$ cat config.mk
export PLATFORM = sky130hd
export DESIGN_NAME = ccrb_lane
export DESIGN_NICKNAME = d
export VERILOG_FILES = /design/src/rtl/ccrb_pkg.sv /design/src/rtl/ccrb_lane.sv
export SDC_FILE = /design/constraint.sdc
export NUM_CORES = 2
export LEC_CHECK = 0
export ABC_AREA = 1
export BUFFER_PORTS_ARGS = -buffer_cell sky130_fd_sc_hd__buf_2
export CAP_MARGIN = 20
export CORE_ASPECT_RATIO = 0.75
export CORE_MARGIN = 4
export CORE_UTILIZATION = 50
export DETAILED_ROUTE_END_ITERATION = 10
export PLACE_DENSITY = 0.67
export SYNTH_ARGS = -nofsm -noshare
export SYNTH_HDL_FRONTEND = slang
export SYNTH_SLANG_ARGS = --single-unit
$ cat constraint.sdc
create_clock -name i_clk -period 12.7 [get_ports i_clk]
set_clock_uncertainty 0.15 [all_clocks]
set_input_delay 0.635 -clock i_clk [delete_from_list [all_inputs] [get_ports i_clk]]
set_output_delay 0.635 -clock i_clk [all_outputs]
set_load 0.01 [all_outputs]
$ cat src/rtl/ccrb_pkg.sv
package ccrb_pkg;

    localparam logic [2:0] FUNC_NORMAL  = 3'd0;
    localparam logic [2:0] FUNC_POINT_A = 3'd1;
    localparam logic [2:0] FUNC_POINT_B = 3'd2;
    localparam logic [2:0] FUNC_CENTRE_A = 3'd3;
    localparam logic [2:0] FUNC_COMPUTE = 3'd4;

    localparam logic REG_ROW_COUNT   = 1'b0;
    localparam logic REG_ERROR_SCALE = 1'b1;

    // sqrt(1/2) in Q2.30.
    localparam longint HALF_ROOT_Q30 = 64'sd759250125;

    localparam logic signed [31:0] MAX_Q = 32'sh7FFF_FFFF;
    localparam logic signed [31:0] MIN_Q = 32'sh8000_0000;

    typedef logic signed [67:0] t_wide;
    typedef logic signed [32:0] t_opnd;

    typedef struct packed {
        logic [2:0]         func;
        logic signed [31:0] vec_x;
        logic signed [31:0] vec_y;
        logic signed [31:0] vec_z;
        logic signed [31:0] scalar;
        logic               swap;
        logic               body_present;
    } t_item;

    typedef struct packed {
        logic [1:0]         row_index;
        logic               side;
        logic signed [31:0] lin_x;
        logic signed [31:0] lin_y;
        logic signed [31:0] lin_z;
        logic signed [31:0] ang_x;
        logic signed [31:0] ang_y;
        logic signed [31:0] ang_z;
        logic signed [31:0] lower_limit;
        logic signed [31:0] upper_limit;
        logic signed [31:0] row_error;
        logic               last;
    } t_result;

    function automatic logic signed [31:0] f_sat(input t_wide v);
        logic signed [31:0] r;
        if (v > t_wide'(MAX_Q)) begin
            r = MAX_Q;
        end else if (v < t_wide'(MIN_Q)) begin
            r = MIN_Q;
        end else begin
            r = v[31:0];
        end
        return r;
    endfunction

    function automatic t_opnd f_ext(input logic signed [31:0] v);
        return {v[31], v};
    endfunction

    function automatic logic signed [31:0] f_neg(input logic signed [31:0] v);
        return f_sat(-t_wide'(f_ext(v)));
    endfunction

endpackage

$ cat src/rtl/ccrb_lane.sv
module ccrb_lane #(
    parameter int FRAC_BITS = 16
) (
    input  logic                i_clk,
    input  ccrb_pkg::t_opnd     i_a,
    input  ccrb_pkg::t_opnd     i_b,
    output ccrb_pkg::t_wide     o_p
);

    logic signed [65:0] w_prod;
    logic signed [65:0] w_shr;
    ccrb_pkg::t_wide    r_p;

    // Arithmetic shift gives the floor of the scaled product.
    assign w_prod = i_a * i_b;
    assign w_shr  = w_prod >>> FRAC_BITS;

    always_ff @(posedge i_clk) begin
        r_p <= {{2{w_shr[65]}}, w_shr};
    end

    assign o_p = r_p;

endmodule

==> reports/metrics.cfg <==
[die]
dieArea_um2=88700
core_um2=82800
fp.dieW_um=343
num_rows=91
ios=135
die_h_um=259
initial_utilization_pct=50.7

[worst_setup_path]
timing.critical_path.buf_inv=4
slowest_delay_ps=1290
crit_path_top_delay_cell=fa_1
endpoint_kind=flop
worstPathMaxFanout=33
critical_path_arrival_ps=8600
critPathKind=in -> reg
start_kind=input port
cp_top_family=adder cells
critPathMostFrequentCell=fa_1
crit_path_cell_trace=buf_2, nand2_1, fa_1, fa_1, fa_1, inv_1, fa_1, fa_1, fa_1, fa_1, inv_1, fa_1, inv_1, ha_1, a21oi_1, o21ai_0, a21oi_1, a21boi_0, nand3_1, nand2_1, nand2_1
crit_required_ps=12740

[sta]
min_period_over_period_pct=67.4
tns_ps=0
final_max_slew_viol_count=0
setup_viol=0
tightest_slew_ps=1170
hold_viol=0
fmaxAchievable_ghz=0.117
rsz0062_at_grt=no
min_period_ps=8560
relSlewSlack_pct=21.9

[synth]
synth-seq-cells=50
netlist-cell-type-count=33
synthCells=5338
synth_top_area_share_pct=54.5
synth_fp_nets=6761
ys_seq_area_share_pct=2.38
synth-main-ff-cell=dfxtp_1
synth.most_common_cell=inv_1
synth_common_cells=1819 x inv_1, 1350 x nand2_1, 1144 x fa_1
yosys_warnings=0
avgSynthCellArea_um2=7.87
async_flop_share_pct=0
synthTopCellsByArea=fa_1 55%, inv_1 16%, nand2_1 12%
synth_edf_count=0
syn_area_um2=42000
netlist.top_cell.by_area=fa_1

[route]
routed_wl_mm=128
drc=0
drtAntennaViolNets=0
firstDrtPassIters=6
viasPerCell=5.12
num_vias=32600
drt_iter0_markers=3112
wl_per_cell_um=20.1

[clocking]
tritoncts=built
hold_buffers=0
clock-sinks=50
postCtsResizedCells=0
clk_path_buf_depth=2
htreeDepth=2
cts-buffers-inserted=5
root_buffer=clkbuf_16
clk_pin_slew_worst_paths_ps=70
postCtsSetupBuffers=0

[final_layout]
syn2layout_area_growth_pct=3.24
fill_cells=7987
largest_reg_flops=50
drive_gt1_share_pct=3.65
nets=6658

[flow_run]
drv_cap=0

[global_route]
antenna_found_initial=6
grt_overflow=0
grt_max_degree=35
track_usage_pct=30.0
grt_pass1_vias=35300
grt_pass1_wl_mm=204

[outcome]
status=completed

[hold_path]
hold_class=reg -> out

[placed_design]
gp_congestion=0.988
dpl.hpwl_mm=100
port_buffers=134

metrics by stage:
stage	area [um2]	utilization (%)	hold slack, ps	setup WS (ps)	instances
after floorplan	42000	-	789	5100	5338
after global placement	43200	52.2	880	4050	6344
after detailed placement	43200	52.2	880	4000	6344
after CTS	43300	52.4	1210	4290	6352
after global routing	43300	52.4	1220	3820	6353
final	43300	52.4	1200	4140	6354
cell usage in the layout (no fill, tap or decap), types with 2 or more instances in the layout:
master,Yosys,layout
a21boi_0,4,4
a21o_1,6,6
a21oi_1,96,96
and3_1,4,4
buf_2,0,134
buf_4,18,33
clkbuf_16,0,5
dfxtp_1,50,50
diode_2,0,2
fa_1,1144,1144
ha_1,212,212
inv_1,1819,1818
inv_2,5,6
nand2_1,1350,1350
nand2_2,2,2
nand3_1,51,51
nand4_1,8,8
nor2_1,176,176
nor3_1,8,8
nor4_1,7,7
o21a_1,4,4
o21ai_0,64,64
o21bai_1,8,8
or2_2,5,5
xnor2_1,4,4
xor2_1,26,26
worst paths after layout:
check / from / endpoint / slack, ps / cells past startpoint
worst max-delay path: i_b[9] / o_p[38] / 4140 / 21
worst min-delay path: o_p[9] / o_p[9] / 1200 / 1
layout make-up:
class                   instances  area, um2  area share (%)
diodes                          2       5.00          0.0115
clock buffers                   5        125           0.289
clock inverters                 3       21.3          0.0491
inverters                    1824       6850            15.8
multi-input cells            3187      33000            76.2
flip-flops and latches         50       1000            2.31
well taps                    1116       1400            3.22
repair buffers                167        918            2.12
logic make-up (layout without fill, tap and decap cells):
family	count (synthesis)	after routing	share of synthesized area, %
compound gates	187	187	2.40
xor+xnor	30	30	0.626
fa+ha+maj	1356	1356	60.9
buf+inv	2101	1999	18.9
flops	50	50	2.38
other cells	0	2	0
simple gates	1614	1614	14.8
routing by layer:
metal | global-route usage (%) | share of wire [%] | vias to the layer above
met1 | 43.6 | 42 | 16300
li1 | - | - | 14200
met4 | 7.09 | 2.7 | 8
met5 | 0 | 0.038 | -
met2 | 45.8 | 43 | 1783
met3 | 7.02 | 12 | 215
Power is left out: the tool's default activity adds up to more than one toggle a clock period on the data nets, which glitch-free logic cannot reach.
